File: src/hdl/urfd_pkg.sv
// Shared types and constants of the UART receive FIFO frame deframer.
// Depends on nothing; the top level, front end, back end and testbench import it.
`default_nettype none

package urfd_pkg;

  localparam logic [7:0]  SyncStart  = 8'hAA;
  localparam logic [7:0]  SyncEnd    = 8'h55;
  localparam int unsigned FrameLen   = 10;
  localparam int unsigned PayloadLen = 8;
  localparam int unsigned FposW      = 4;
  localparam int unsigned SlotW      = 3;

  typedef logic [7:0] byte_t;
  typedef byte_t [PayloadLen-1:0] payload_t;

  typedef enum logic {
    OpByte = 1'b0,
    OpTick = 1'b1
  } op_e;

  typedef struct packed {
    logic rd_en;
    logic cmd_pop;
  } back_ctrl_t;

endpackage

`default_nettype wire

File: src/hdl/uart_rx_fifo_frame_deframer.sv
// UART receive FIFO with sync-byte frame deframer, top level.
// A tick drains the bytes buffered before it (up to FIFO_DEPTH - 1) through the
// one-read-per-cycle memory port, then loads its result once the output register is free.
// Up to two ticks queue, the oldest draining; the result waits in an output register.
// Reset clears pointers, frame position, tick queue and result flag; memories are not cleared.
// Depends on urfd_pkg, urfd_front and urfd_back.
`default_nettype none

module uart_rx_fifo_frame_deframer #(
  parameter int FIFO_DEPTH = 64
) (
  input  wire logic       clk_i,
  input  wire logic       rst_ni,
  input  wire logic       push,
  output logic            full,
  input  wire logic       opcode_i,
  input  wire logic [7:0] rx_byte_i,
  output logic            empty,
  input  wire logic       pop,
  output logic [7:0]      payload_0_o,
  output logic [7:0]      payload_1_o,
  output logic [7:0]      payload_2_o,
  output logic [7:0]      payload_3_o,
  output logic [7:0]      payload_4_o,
  output logic [7:0]      payload_5_o,
  output logic [7:0]      payload_6_o,
  output logic [7:0]      payload_7_o
);
  import urfd_pkg::*;

  localparam int PtrW = $clog2(FIFO_DEPTH);

  back_ctrl_t      ctrl;
  logic [PtrW-1:0] rd_ptr;
  byte_t           rd_data;
  logic            cmd_valid;
  logic [PtrW-1:0] cmd_snap;
  payload_t        payload;

  urfd_front #(
    .FIFO_DEPTH (FIFO_DEPTH),
    .PtrW       (PtrW)
  ) u_front (
    .clk_i       (clk_i),
    .rst_ni      (rst_ni),
    .push        (push),
    .full        (full),
    .opcode_i    (opcode_i),
    .rx_byte_i   (rx_byte_i),
    .ctrl_i      (ctrl),
    .rd_ptr_i    (rd_ptr),
    .rd_data_o   (rd_data),
    .cmd_valid_o (cmd_valid),
    .cmd_snap_o  (cmd_snap)
  );

  urfd_back #(
    .FIFO_DEPTH (FIFO_DEPTH),
    .PtrW       (PtrW)
  ) u_back (
    .clk_i       (clk_i),
    .rst_ni      (rst_ni),
    .cmd_valid_i (cmd_valid),
    .cmd_snap_i  (cmd_snap),
    .rd_data_i   (rd_data),
    .ctrl_o      (ctrl),
    .rd_ptr_o    (rd_ptr),
    .empty       (empty),
    .pop         (pop),
    .payload_o   (payload)
  );

  assign payload_0_o = payload[0];
  assign payload_1_o = payload[1];
  assign payload_2_o = payload[2];
  assign payload_3_o = payload[3];
  assign payload_4_o = payload[4];
  assign payload_5_o = payload[5];
  assign payload_6_o = payload[6];
  assign payload_7_o = payload[7];

endmodule

`default_nettype wire

File: src/hdl/urfd_front.sv
// Front end: accepts items, writes bytes into the ring memory, queues ticks.
// Depends on urfd_pkg.
`default_nettype none

module urfd_front #(
  parameter int FIFO_DEPTH = 64,
  parameter int PtrW       = 6
) (
  input  wire logic                 clk_i,
  input  wire logic                 rst_ni,
  input  wire logic                 push,
  output logic                      full,
  input  wire logic                 opcode_i,
  input  wire urfd_pkg::byte_t      rx_byte_i,
  input  wire urfd_pkg::back_ctrl_t ctrl_i,
  input  wire logic [PtrW-1:0]      rd_ptr_i,
  output urfd_pkg::byte_t           rd_data_o,
  output logic                      cmd_valid_o,
  output logic [PtrW-1:0]           cmd_snap_o
);
  import urfd_pkg::*;

  localparam logic [PtrW-1:0] LastIdx = PtrW'(FIFO_DEPTH - 1);

  function automatic logic [PtrW-1:0] next_ptr(input logic [PtrW-1:0] p);
    next_ptr = (p == LastIdx) ? '0 : p + PtrW'(1);
  endfunction

  byte_t           mem [FIFO_DEPTH];
  byte_t           rd_data_q;
  logic [PtrW-1:0] wr_q, wr_d;
  logic [PtrW-1:0] lrd_q, lrd_d;
  logic [PtrW-1:0] snap_q [2];
  logic            head_q, head_d;
  logic [1:0]      cnt_q, cnt_d;
  logic [PtrW-1:0] wr_nxt;
  logic            accept, is_tick, byte_wr, cmd_push;
  logic            tail;

  assign wr_nxt   = next_ptr(wr_q);
  assign is_tick  = (opcode_i == OpTick);
  assign full     = (cnt_q == 2'd2) || ((wr_nxt == rd_ptr_i) && (rd_ptr_i != lrd_q));
  assign accept   = push && !full;
  assign byte_wr  = accept && !is_tick && (wr_nxt != lrd_q);
  assign cmd_push = accept && is_tick;
  assign tail     = head_q ^ cnt_q[0];

  always_comb begin
    wr_d   = byte_wr ? wr_nxt : wr_q;
    lrd_d  = cmd_push ? wr_q : lrd_q;
    head_d = ctrl_i.cmd_pop ? ~head_q : head_q;
    cnt_d  = cnt_q + {1'b0, cmd_push} - {1'b0, ctrl_i.cmd_pop};
  end

  always_ff @(posedge clk_i or negedge rst_ni) begin
    if (!rst_ni) begin
      wr_q   <= '0;
      lrd_q  <= '0;
      head_q <= 1'b0;
      cnt_q  <= '0;
    end else begin
      wr_q   <= wr_d;
      lrd_q  <= lrd_d;
      head_q <= head_d;
      cnt_q  <= cnt_d;
    end
  end

  always_ff @(posedge clk_i) begin
    if (cmd_push) begin
      snap_q[tail] <= wr_q;
    end
  end

  always_ff @(posedge clk_i) begin
    if (byte_wr) begin
      mem[wr_q] <= rx_byte_i;
    end
    if (ctrl_i.rd_en) begin
      rd_data_q <= mem[rd_ptr_i];
    end
  end

  assign rd_data_o   = rd_data_q;
  assign cmd_valid_o = (cnt_q != 2'd0);
  assign cmd_snap_o  = snap_q[head_q];

endmodule

`default_nettype wire

File: src/hdl/urfd_back.sv
// Back end: drains the ring memory per tick, deframes bytes, holds the result.
// Depends on urfd_pkg.
`default_nettype none

module urfd_back #(
  parameter int FIFO_DEPTH = 64,
  parameter int PtrW       = 6
) (
  input  wire logic                 clk_i,
  input  wire logic                 rst_ni,
  input  wire logic                 cmd_valid_i,
  input  wire logic [PtrW-1:0]      cmd_snap_i,
  input  wire urfd_pkg::byte_t      rd_data_i,
  output urfd_pkg::back_ctrl_t      ctrl_o,
  output logic [PtrW-1:0]           rd_ptr_o,
  output logic                      empty,
  input  wire logic                 pop,
  output urfd_pkg::payload_t        payload_o
);
  import urfd_pkg::*;

  localparam logic [PtrW-1:0]  LastIdx = PtrW'(FIFO_DEPTH - 1);
  localparam logic [FposW-1:0] LastPos = FposW'(FrameLen - 1);

  logic [PtrW-1:0]  rp_q, rp_d;
  logic             rdv_q;
  logic [FposW-1:0] fpos_q, fpos_d;
  byte_t            frame_q [PayloadLen];
  payload_t         acc_q, acc_d;
  payload_t         out_q;
  logic             out_valid_q, out_valid_d;
  logic             rd_en, done, found, frame_wr;
  logic [SlotW-1:0] slot;

  assign rd_en    = cmd_valid_i && (rp_q != cmd_snap_i);
  assign done     = cmd_valid_i && (rp_q == cmd_snap_i) && !rdv_q && (!out_valid_q || pop);
  assign found    = rdv_q && (fpos_q == LastPos) && (rd_data_i == SyncEnd);
  assign frame_wr = rdv_q && (fpos_q != '0) && (fpos_q != LastPos);
  assign slot     = SlotW'(fpos_q - FposW'(1));

  always_comb begin
    rp_d = rd_en ? ((rp_q == LastIdx) ? '0 : rp_q + PtrW'(1)) : rp_q;
    fpos_d = fpos_q;
    if (rdv_q) begin
      if (fpos_q == '0) begin
        fpos_d = (rd_data_i == SyncStart) ? FposW'(1) : '0;
      end else if (fpos_q == LastPos) begin
        fpos_d = '0;
      end else begin
        fpos_d = fpos_q + FposW'(1);
      end
    end
    acc_d = acc_q;
    if (done) begin
      acc_d = '0;
    end else if (found) begin
      for (int i = 0; i < PayloadLen; i++) begin
        acc_d[i] = frame_q[i];
      end
    end
    out_valid_d = out_valid_q;
    if (done) begin
      out_valid_d = 1'b1;
    end else if (pop) begin
      out_valid_d = 1'b0;
    end
  end

  always_ff @(posedge clk_i or negedge rst_ni) begin
    if (!rst_ni) begin
      rp_q        <= '0;
      rdv_q       <= 1'b0;
      fpos_q      <= '0;
      acc_q       <= '0;
      out_valid_q <= 1'b0;
    end else begin
      rp_q        <= rp_d;
      rdv_q       <= rd_en;
      fpos_q      <= fpos_d;
      acc_q       <= acc_d;
      out_valid_q <= out_valid_d;
    end
  end

  always_ff @(posedge clk_i) begin
    if (frame_wr) begin
      frame_q[slot] <= rd_data_i;
    end
    if (done) begin
      out_q <= acc_q;
    end
  end

  assign ctrl_o.rd_en   = rd_en;
  assign ctrl_o.cmd_pop = done;
  assign rd_ptr_o       = rp_q;
  assign empty          = !out_valid_q;
  assign payload_o      = out_q;

endmodule

`default_nettype wire

File: config.mk
export PLATFORM = sky130hd
export DESIGN_NAME = uart_rx_fifo_frame_deframer
export DESIGN_NICKNAME = d
export VERILOG_FILES = /design/src/hdl/urfd_pkg.sv /design/src/hdl/uart_rx_fifo_frame_deframer.sv /design/src/hdl/urfd_front.sv /design/src/hdl/urfd_back.sv
export SDC_FILE = /design/constraint.sdc
export NUM_CORES = 1
export LEC_CHECK = 0
export BUFFER_PORTS_ARGS = -buffer_cell sky130_fd_sc_hd__buf_4
export CORE_MARGIN = 2
export CORE_UTILIZATION = 40
export DETAILED_ROUTE_END_ITERATION = 16
export GPL_TIMING_DRIVEN = 1
export PLACE_DENSITY = 0.64
export SYNTH_ARGS = -nofsm -noshare
export SYNTH_HDL_FRONTEND = slang
export SYNTH_HIERARCHICAL = 1
export SYNTH_SLANG_ARGS = --single-unit
File: constraint.sdc
create_clock -name clk_i -period 4.4 [get_ports clk_i]
set_input_delay 0.22 -clock clk_i [delete_from_list [all_inputs] [get_ports clk_i]]
set_output_delay 0.22 -clock clk_i [all_outputs]
set_load 0.05 [all_outputs]
# [Word-level counts from Yosys, hierarchy flattened]
# Memories as Yosys holds them, arrays and structs flattened. A register that Yosys moved wholly into a read port is not among the register bits.
# Index checks and enable logic that the tools add are counted.
[totals] register_bits=155 ramBits=588 inputBits=13 output_inout_bits=66 wordCells=86 memories=3
[memory_table] name="u_front.mem" words=64 width=8 read_ports=1 rd_ports_with_merged_regs=1 write_ports=1 line_no="urfd_front.sv:29" source="byte_t mem [FIFO_DEPTH];"
[memory_table] name="u_back.frame_q" words=8 width=8 read_ports=8 rd_ports_with_merged_regs=0 write_ports=1 line_no="urfd_back.sv:28" source="byte_t frame_q [PayloadLen];"
[memory_table] name="u_front.snap_q" words=2 width=6 read_ports=1 rd_ports_with_merged_regs=0 write_ports=1 line_no="urfd_front.sv:33" source="logic [PtrW-1:0] snap_q [2];"
[op_classes] add_sub_neg=6 n_eq_ne=12 mux=15 n_bitwise=2 n_reduce_logical=24
[op_table] cell="$mux 64" count=2
[op_table] cell="$ne 6x6->1" count=3
[op_table] cell="$logic_and 1x1->1" count=13
[op_table] cell="$add 6x1->6 const B" count=2
[op_table] cell="$eq 6x6->1" count=2
[op_table] cell="$eq 6x6->1 const B" count=2
[op_table] cell="$mux 6" count=2
[op_table] cell="$mux 1" count=9
[op_table] cell="$eq 8x7->1 const B" count=1
[op_table] cell="$eq 8x8->1 const B" count=1
[op_table] cell="$mux 4" count=2
[op_table] cell="$reduce_bool 2->1" count=3
[op_table] cell="$add 4x1->4 const B" count=1
[op_table] cell="$eq 4x4->1 const B" count=1
[op_table] cell="$logic_not 1->1" count=4
[op_table] cell="$logic_not 4->1" count=1
[op_table] cell="$ne 4x4->1 const B" count=1
[op_table] cell="$reduce_bool 4->1" count=1
[op_table] cell="$sub 3x1->3 const B" count=1
[op_table] cell="$add 2x1->2" count=1
[op_table] cell="$eq 2x2->1 const B" count=1
[op_table] cell="$logic_or 1x1->1" count=2
[op_table] cell="$sub 2x1->2" count=1
[op_table] cell="$not 1->1" count=1
[op_table] cell="$xor 1x1->1" count=1

# [Logic depth before layout (Yosys ltp)]
# Gate-level depths: netlist (run 1).
[depth] ltp_word=11 depth_mapped=15 depth_no_buf=12

# [Hierarchy]
# Netlist (run 1), hierarchy kept.
[modules_own_cells] module="urfd_front" instances=1 cells_each=977 area_per_inst_um2=21748.4 seq_area_each_um2=16350.7
[modules_own_cells] module="urfd_back" instances=1 cells_each=497 area_per_inst_um2=7253.2 seq_area_each_um2=5745.5

# [Least setup slack after synthesis (run 1)]
# Ideal clock, no wire load.
[synth_timing] path_kind="register to register" from="register u_front.head_q" to="register u_front.cnt_q[1]" setup_time_ns=0.080 arrival_time_ns=3.531 t_required_ns=4.320 path_slack_ns=0.789 stages_incl_launch_ff=13 n_path_buf=3 synth_period_minus_slack_ns=3.611 cell_sequence="dfrtp_1 clkbuf_1 mux2_2 xnor2_1 nand4_2 a2111oi_4 buf_2 buf_4 ha_1 inv_1 ha_1 xnor2_1 xnor2_1"
[synth_between] elab_chain_cells=6
[synth_lines] element="from (decl)" line_no="urfd_front.sv:34" source="logic head_q, head_d;"
[synth_lines] element="from (signal assigned)" line_no="urfd_front.sv:59" source="head_q <= 1'b0;"
[synth_lines] element="from (signal assigned)" line_no="urfd_front.sv:64" source="head_q <= head_d;"
[synth_lines] element="$mem_v2 2x6"
[synth_lines] element="via cmd_snap[4]" line_no="uart_rx_fifo_frame_deframer.sv:37" source="logic [PtrW-1:0] cmd_snap;"
[synth_lines] element="$eq 6x6->1" line_no="urfd_back.sv:36" source="assign done = cmd_valid_i && (rp_q == cmd_snap_i) && !rdv_q && (!out_valid_q || pop);"
[synth_lines] element="$logic_and 1x1->1 (3 in series)" line_no="urfd_back.sv:36"
[synth_lines] element="via u_back.done" line_no="urfd_back.sv:32" source="logic rd_en, done, found, frame_wr;"
[synth_lines] element="$sub 2x1->2" line_no="urfd_front.sv:52" source="cnt_d = cnt_q + {1'b0, cmd_push} - {1'b0, ctrl_i.cmd_pop};"
[synth_lines] element="via u_front.cnt_d[1]" line_no="urfd_front.sv:35" source="logic [1:0] cnt_q, cnt_d;"
[synth_lines] element="to (signal assigned)" line_no="urfd_front.sv:65" source="cnt_q <= cnt_d;"
[synth_lines] element="to (decl)" line_no="urfd_front.sv:35"
# The timed path passes the listed nets, and every way through them passes these cells.
# A chain may end at the register's enable or synchronous reset.

# [Worst setup path after layout (run 1)]
[layout_timing] from="register u_front.wr_q[1]" to="memory u_front/mem[11][5] (netlist bit), enable pin"
[layout_between] elab_chain_cells=11 elab_cells_between_ends=13 classes_between="1 x add/sub; 3 x eq/ne; 3 x mux; 6 x reduce/logical"
[layout_lines] element="from (decl)" line_no="urfd_front.sv:31" source="logic [PtrW-1:0] wr_q, wr_d;"
[layout_lines] element="from (signal assigned)" line_no="urfd_front.sv:62" source="wr_q <= wr_d;"
[layout_lines] element="$add 6x1->6 or $eq 6x6->1 (tied branches)" line_no="urfd_front.sv:26" source="next_ptr = (p == LastIdx) ? '0 : p + PtrW'(1);"
[layout_lines] element="$mux 6" line_no="urfd_front.sv:26"
[layout_lines] element="$eq 6x6->1" line_no="urfd_front.sv:42" source="assign full = (cnt_q == 2'd2) || ((wr_nxt == rd_ptr_i) && (rd_ptr_i != lrd_q));"
[layout_lines] element="$logic_and 1x1->1" line_no="urfd_front.sv:42"
[layout_lines] element="$logic_or 1x1->1" line_no="urfd_front.sv:42"
[layout_lines] element="$logic_not 1->1" line_no="urfd_front.sv:43" source="assign accept = push && !full;"
[layout_lines] element="$logic_and 1x1->1" line_no="urfd_front.sv:43"
[layout_lines] element="$logic_and 1x1->1 (2 in series)" line_no="urfd_front.sv:44" source="assign byte_wr = accept && !is_tick && (wr_nxt != lrd_q);"
[layout_lines] element="$mux 1" line_no="urfd_front.sv:76" source="if (byte_wr) begin"
[layout_lines] element="$mux 1 (implied by the code)" line_no="urfd_front.sv:77" source="mem[wr_q] <= rx_byte_i;"
[layout_lines] element="to (decl)" line_no="urfd_front.sv:29"
# Parallel ways exist; a longest one is shown, timed or not.

==> reports/metrics.yaml, run 1 <==
status: "finished, final reports clean"
start_util_pct: 40.5
clock.fmax_mhz: 258
peakVddDrop_v: 0.000350
synth_cells: 1474
fp.dieH_um: 273
antenna_found_initial: 1
syn_nets: 1494
gr-total-overflow: 0
rows: 98
total_power_mw: 19.5
period_minus_slack_ps: 3870
cts_tree: "built"
synth_area_um2: 29000
synthFlopType: "edfxtp_1"
clkSinkCount: 751
finClkSkew_ps: 33.2
mostFrequentLayoutCells: "edfxtp_1 (660), mux4_2 (168), nand2_1 (144), buf_4 (142), dfrtp_1 (87)"
port_buffers: 78
fill_cells: 6000
rsz0062_at_grt: "no"
grt_pass1_wl_mm: 92.0
setup_violations: 0
grt_max_degree: 130
regArea_um2: 22100
start_kind: "flop"
drv_cap: 0
crit_required_ps: 4620
synth.distinct_cells: 66
avgSynthCellArea_um2: 19.7
grt_use_met2_pct: 25.8
drc: 0
crit_path_max_fanout: 14
hold_path.class: "input pin to asynchronous set/reset pin"
end_kind: "flop"
nets: 1629
finalHoldViolCount: 0
cts-htree-levels: 3
die_w_um: 273
worstPathArrival_ps: 4100
grt_pass1_vias: 14284
grt_util_met1_pct: 23.3
numCtsBuffers: 76
drive_gt1_share_pct: 26.7
drt_wl_total_mm: 60.4
power_leakage_nw: 11.0
slew-limit-headroom_pct: 10.6
fin_setup_tns_ps: 0
grt.busiest_layer: "met2"
syn_to_final_growth_pct: 14.7
die_area_um2: 74700
synth-edff-count: 660
drt_iter0_drc: 1455
drv_slew: 0
multi_input_area_um2: 6400
routabilityCongestion: 0.849
clk_pin_slew_worst_paths_ps: 60
powerDensity_nw_per_um2: 586
whs_ps: 148
max-clock-path-buffers: 3
async_flop_share_pct: 12.1
worstSetupPathType: "flop to flop"
first_pass_iters: 5
detailed_place_hpwl_mm: 37.4
period_share_pct: 88.1
tightest_slew_ps: 1330
track_usage_pct: 16.4
cts_resized: 0
ys_warn_count: 6
gr-usage-met3_pct: 2.75
ios: 79
routed_via_density: 5.41
yosysSeqAreaShare_pct: 76.2
core-area_um2: 71600
root_buffer: "clkbuf_16"
antenna_left: 0
wire_per_inst_um: 23.0
synth-seq-cells: 751
vias: 14172
insertedDiodeCount: 0
clk_latency_ps: 620
final_common_cell: "edfxtp_1"
==> what timing repair did <==
| action | CTS | global route |
|---|---|---|
| endpoints found under the hold margin | 46 | 0 |
| setup buffers | 0 | 0 |
| hold buffers | 3 | 0 |
==> cell usage after synthesis (5+ instances only) <==
cell,n,area [µm²]
buf_2,34,170
nor3_1,42,210
nor2_1,34,128
a21oi_1,69,345
nand3b_1,6,45.0
xnor2_1,23,201
ha_1,7,87.6
buf_6,10,113
inv_1,9,33.8
mux2_2,14,158
nand2_1,144,541
clkbuf_1,38,143
and3_1,5,31.3
edfxtp_1,660,19800
nand2b_1,9,56.3
a31oi_1,5,31.3
nand3_1,11,55.1
nor4_1,12,75.1
xor2_1,7,61.3
dfrtp_1,91,2280
mux4_2,168,3780
==> worst paths after layout <==
kind / depth (start not counted) / end / from / slack [ps]
min in group clk_i: 1 / u_front/mem[59][0] / rx_byte_i[0] / 160
max in group asynchronous: 3 / u_back/rd_ptr_o[0] / rst_ni / 3120
hold / removal: 2 / u_back/fpos_q[2] / rst_ni / 150
setup / recovery: 9 / u_front/mem[11][5] / u_front/wr_q[1] / 530
setup reg to reg: 9 / u_front/mem[11][5] / u_front/wr_q[1] / 530
hold reg to reg: 0 / u_back/payload_o[8] / u_back/acc_q[8] / 440
==> cell type report <==
type                       instances  share of cell area [%]
inverter                          10                   0.113
clock inverter                    37                    1.00
multi-input combinational        622                    19.2
sequential                       751                    66.5
timing repair buffer             148                    3.48
clock buffer                     102                    6.14
tap                              950                    3.57
==> report_power, final <==
part           total, mW  switching (mW)  internal (mW)
Clock               6.09            2.62           3.47
Sequential          8.67           0.498           8.17
Combinational       4.73            2.51           2.22
==> critical path: stages, from the launching register on <==
cell,delay (ps)
dfrtp_1,560
ha_1,490
and3_4,270
nand3_1,90
o21ai_0,180
nor4_1,90
a31o_1,220
or2_1,280
buf_4,210
nor3_1,1060
==> cell families after synthesis <==
| family | Yosys count | synth area share, % |
|---|---|---|
| buf+inv | 101 | 1.77 |
| xor+xnor | 30 | 0.906 |
| flops | 751 | 76.2 |
| mux | 187 | 13.8 |
| compound gates | 103 | 2.17 |
| fa+ha+maj | 7 | 0.302 |
| simple gates | 295 | 4.89 |
==> registers in the layout, indices dropped and copies added (netlist names) <==
| name | flops |
|---|---|
| u_back/acc_q | 64 |
| u_back/fpos_q | 4 |
| u_back/frame_q | 64 |
| u_back/out_valid_q | 1 |
| u_back/payload_o | 64 |
| u_back/rd_ptr_o | 6 |
| u_back/rdv_q | 1 |
| u_front/cnt_q | 2 |
| u_front/head_q | 1 |
| u_front/lrd_q | 6 |
| u_front/mem | 512 |
| u_front/rd_data_o | 8 |
| u_front/snap_q | 12 |
| u_front/wr_q | 6 |
==> per-layer routing <==
layer	wire length, µm	vias to the layer above	part of all wire, %
met5	16	-	0.027
met4	1820	2	3.0
met3	3170	109	5.2
met2	28600	431	47
met1	26700	7459	44
li1	-	6171	-
==> per-stage QoR <==
stage | area [µm²] | setup WS (ps) | util (%) | instances
6_report | 33300 | 525 | 46.4 | 2620
5_1_grt | 33300 | 276 | 46.4 | 2620
4_1_cts | 33300 | 504 | 46.4 | 2620
3_5_place_dp | 30900 | 490 | 43.1 | 2478
3_3_place_gp | 30900 | 653 | 43.1 | 2478
2_1_floorplan | 29000 | 789 | - | 1474
Power figures use the tool's default switching activity.
==> run 2: changes to the inputs <==
--- a/config.mk
+++ b/config.mk
@@ -5,6 +5,7 @@
 export SDC_FILE = /design/constraint.sdc
 export NUM_CORES = 1
 export LEC_CHECK = 0
+export ABC_AREA = 1
 export BUFFER_PORTS_ARGS = -buffer_cell sky130_fd_sc_hd__buf_4
 export CORE_MARGIN = 2
 export CORE_UTILIZATION = 40
==> reports/metrics.yaml, run 2 <==
status: "finished, final reports clean"
yosysSeqAreaShare_pct: 73.6
root_buffer: "clkbuf_16"
fill_cells: 6648
grt_pass1_vias: 18593
synth_cells: 2480
finClkSkew_ps: 21.6
syn_to_final_growth_pct: 13.0
routed_via_density: 5.43
start_kind: "flop"
yosysMostFrequentCell: "edfxtp_1"
drt_wl_total_mm: 73.2
p_sw_mw: 7.01
worstSetupPathType: "flop to flop"
antenna_left: 0
synth.distinct_cells: 34
min_delay_path_depth: 5
synth-seq-cells: 751
clkPwrFrac_pct: 31.8
end_kind: "flop"
avgSynthCellArea_um2: 12.1
peakVddDrop_v: 0.000491
tightest_slew_ps: 1210
first_pass_iters: 6
nets: 2533
synth-edff-count: 660
clkSinkCount: 751
drv_slew: 0
rr_endpoint: "u_front/mem[6][3]"
numCtsBuffers: 77
final_area_um2: 33900
min_to: "u_front/wr_q[0]"
worstPathArrival_ps: 4050
fp.dieH_um: 278
fin_setup_tns_ps: 0
gr-total-overflow: 0
postPlaceCellArea_um2: 31300
grt_max_degree: 257
p_seq_share_pct: 41.9
antenna_found_initial: 0
whs_ps: 44.7
clk_pin_slew_worst_paths_ps: 60
period_share_pct: 86.2
drv_cap: 0
drc: 0
async_flop_share_pct: 12.1
grt_pass1_wl_mm: 110
detailed_place_hpwl_mm: 42.6
routabilityCongestion: 0.863
setup_violations: 0
rr_startpoint: "u_front/wr_q[0]"
ys_top_cells_by_area: "edfxtp_1 (66%), dfrtp_1 (7.6%), o21ai_0 (5.1%), nand2_1 (5.0%), nor2_1 (4.8%)"
largest_reg_flops: 512
synthFlopType: "edfxtp_1"
wire_per_inst_um: 20.7
internal_power_mw: 13.4
clk_latency_ps: 630
hold_path.class: "input pin to flop"
ios: 79
period_minus_slack_ps: 3790
rsz0062_at_grt: "no"
synth_top_area_share_pct: 66.0
final_common_cell: "edfxtp_1"
reg2reg_depth: 12
start_util_pct: 40.4
drive_gt1_share_pct: 10.3
crit_top_cell: "nand2_1"
crit_required_ps: 4650
r2r_slack_ps: 610
cts_resized: 0
syn_nets: 2500
max-clock-path-buffers: 3
vias: 19239
crit_path_max_fanout: 14
swShare_pct: 34.4
yosysTopAreaCell: "edfxtp_1"
regMostFlops: "u_front/mem"
drt_iter0_drc: 2240
die_w_um: 278
cts-htree-levels: 3
core-area_um2: 74300
insertedDiodeCount: 0
slowest_stage: "dfrtp_1"
synth_common_cells: "edfxtp_1 (660), nand2_1 (399), nor2_1 (384), o21ai_0 (303), o22ai_1 (131)"
slew-limit-headroom_pct: 18.8
finalHoldViolCount: 0
crit_chain: "ha_1 > nand2_1 > o21ai_0 > nand2_1 > xor2_1 > nor2_1 > nand2_2 > nand2_4 > nor2_4 > nand2_1 > buf_4 > nor2_1"
combinationalPowerShare_pct: 26.2
clock.fmax_mhz: 264
rows: 100
cts_tree: "built"
total_power_mw: 20.4
port_buffers: 78
hp-start: "opcode_i"
synth_area_um2: 30000
mostFrequentLayoutCells: "edfxtp_1 (660), nand2_1 (399), nor2_1 (383), o21ai_0 (303), o22ai_1 (131)"
slowest_delay_ps: 580
powerDensity_nw_per_um2: 601
ys_warn_count: 6
die_area_um2: 77300
power_leakage_nw: 12.6
track_usage_pct: 18.7
## run 2: cell count changes after synthesis, moves of 104 or more
cell,previous run,this run
inv_1,9,113
mux4_2,168,0
nand2_1,144,399
nor2_1,34,384
o21ai_0,4,303
o22ai_1,1,131
## run 2: worst max-delay path, delay by kind of cell, from the launching register on
kind / cells / cell delay (ps)
simple gates: 8 / 1870
flops: 1 / 580
buf+inv: 1 / 310
compound gates: 1 / 270
fa+ha+maj: 1 / 240
xor+xnor: 1 / 160
## run 2: final cells by class
type                            instances  area [µm²]  area share, %
Multi-Input combinational cell       1455        6760           19.9
Timing Repair Buffer                  104         826           2.43
Clock inverter                         36         393           1.16
Inverter                              124         470           1.39
Clock buffer                          105        2150           6.35
Sequential cell                       751       22100           65.2
Tap cell                              969        1210           3.57
## run 2: cells by family after synthesis
group                    Yosys count  synth area share (%)
AND/OR/NAND/NOR                  918                  12.4
flip-flops                       751                  73.6
AO/OA/AOI/OAI                    505                  8.97
buffers and inverters            274                  3.93
XOR/XNOR                          19                 0.554
adder cells (fa/ha/maj)            7                 0.292
multiplexers                       6                 0.225
## run 2: metrics by stage
| stage | worst slack [ps] | std cells | util [%] |
|---|---|---|---|
| 2_1_floorplan | 1160 | 2480 | - |
| 3_3_place_gp | 724 | 3400 | 42.2 |
| 3_5_place_dp | 679 | 3400 | 42.2 |
| 4_1_cts | 654 | 3544 | 45.6 |
| 5_1_grt | 325 | 3544 | 45.6 |
| 6_report | 606 | 3544 | 45.6 |
## run 2: repair_timing
item / 4_1_cts / 5_1_grt
endpoints found under the hold margin: 55 / 0
buffers inserted: 0 / 0
hold buffers: 3 / 0
## run 2: power groups by stage
stage / registers (mW) / clock network (mW) / logic (mW)
3_5_place_dp: 8.70 / 0 / 5.23
2_1_floorplan: 8.45 / 0 / 3.69
6_report: 8.55 / 6.49 / 5.35
4_1_cts: 8.56 / 6.61 / 5.26
5_1_grt: 8.60 / 6.91 / 5.87
3_3_place_gp: 8.68 / 0 / 5.22
## run 2: layer usage
| metal | track usage [%] | vias to the layer above | wire, µm |
|---|---|---|---|
| met5 | 0 | - | 0 |
| met4 | 7.18 | 0 | 2410 |
| met3 | 4.25 | 153 | 6550 |
| met2 | 29.5 | 912 | 33600 |
| met1 | 25.3 | 9382 | 30600 |
| li1 | - | 8792 | - |
## run 2: worst max path at each step
stage                    startpoint                  to  slack, ps  cells past startpoint
detailed placement  u_front/wr_q[0]  u_front/mem[62][4]        680                     14
global placement    u_front/wr_q[0]  u_front/mem[38][6]        720                     14
CTS                 u_front/wr_q[0]  u_front/mem[62][1]        650                     14
finish              u_front/wr_q[0]   u_front/mem[6][3]        610                     12
floorplan            u_front/head_q    u_front/cnt_q[0]       1160                     13
global route        u_front/wr_q[0]  u_front/mem[62][6]        330                     14
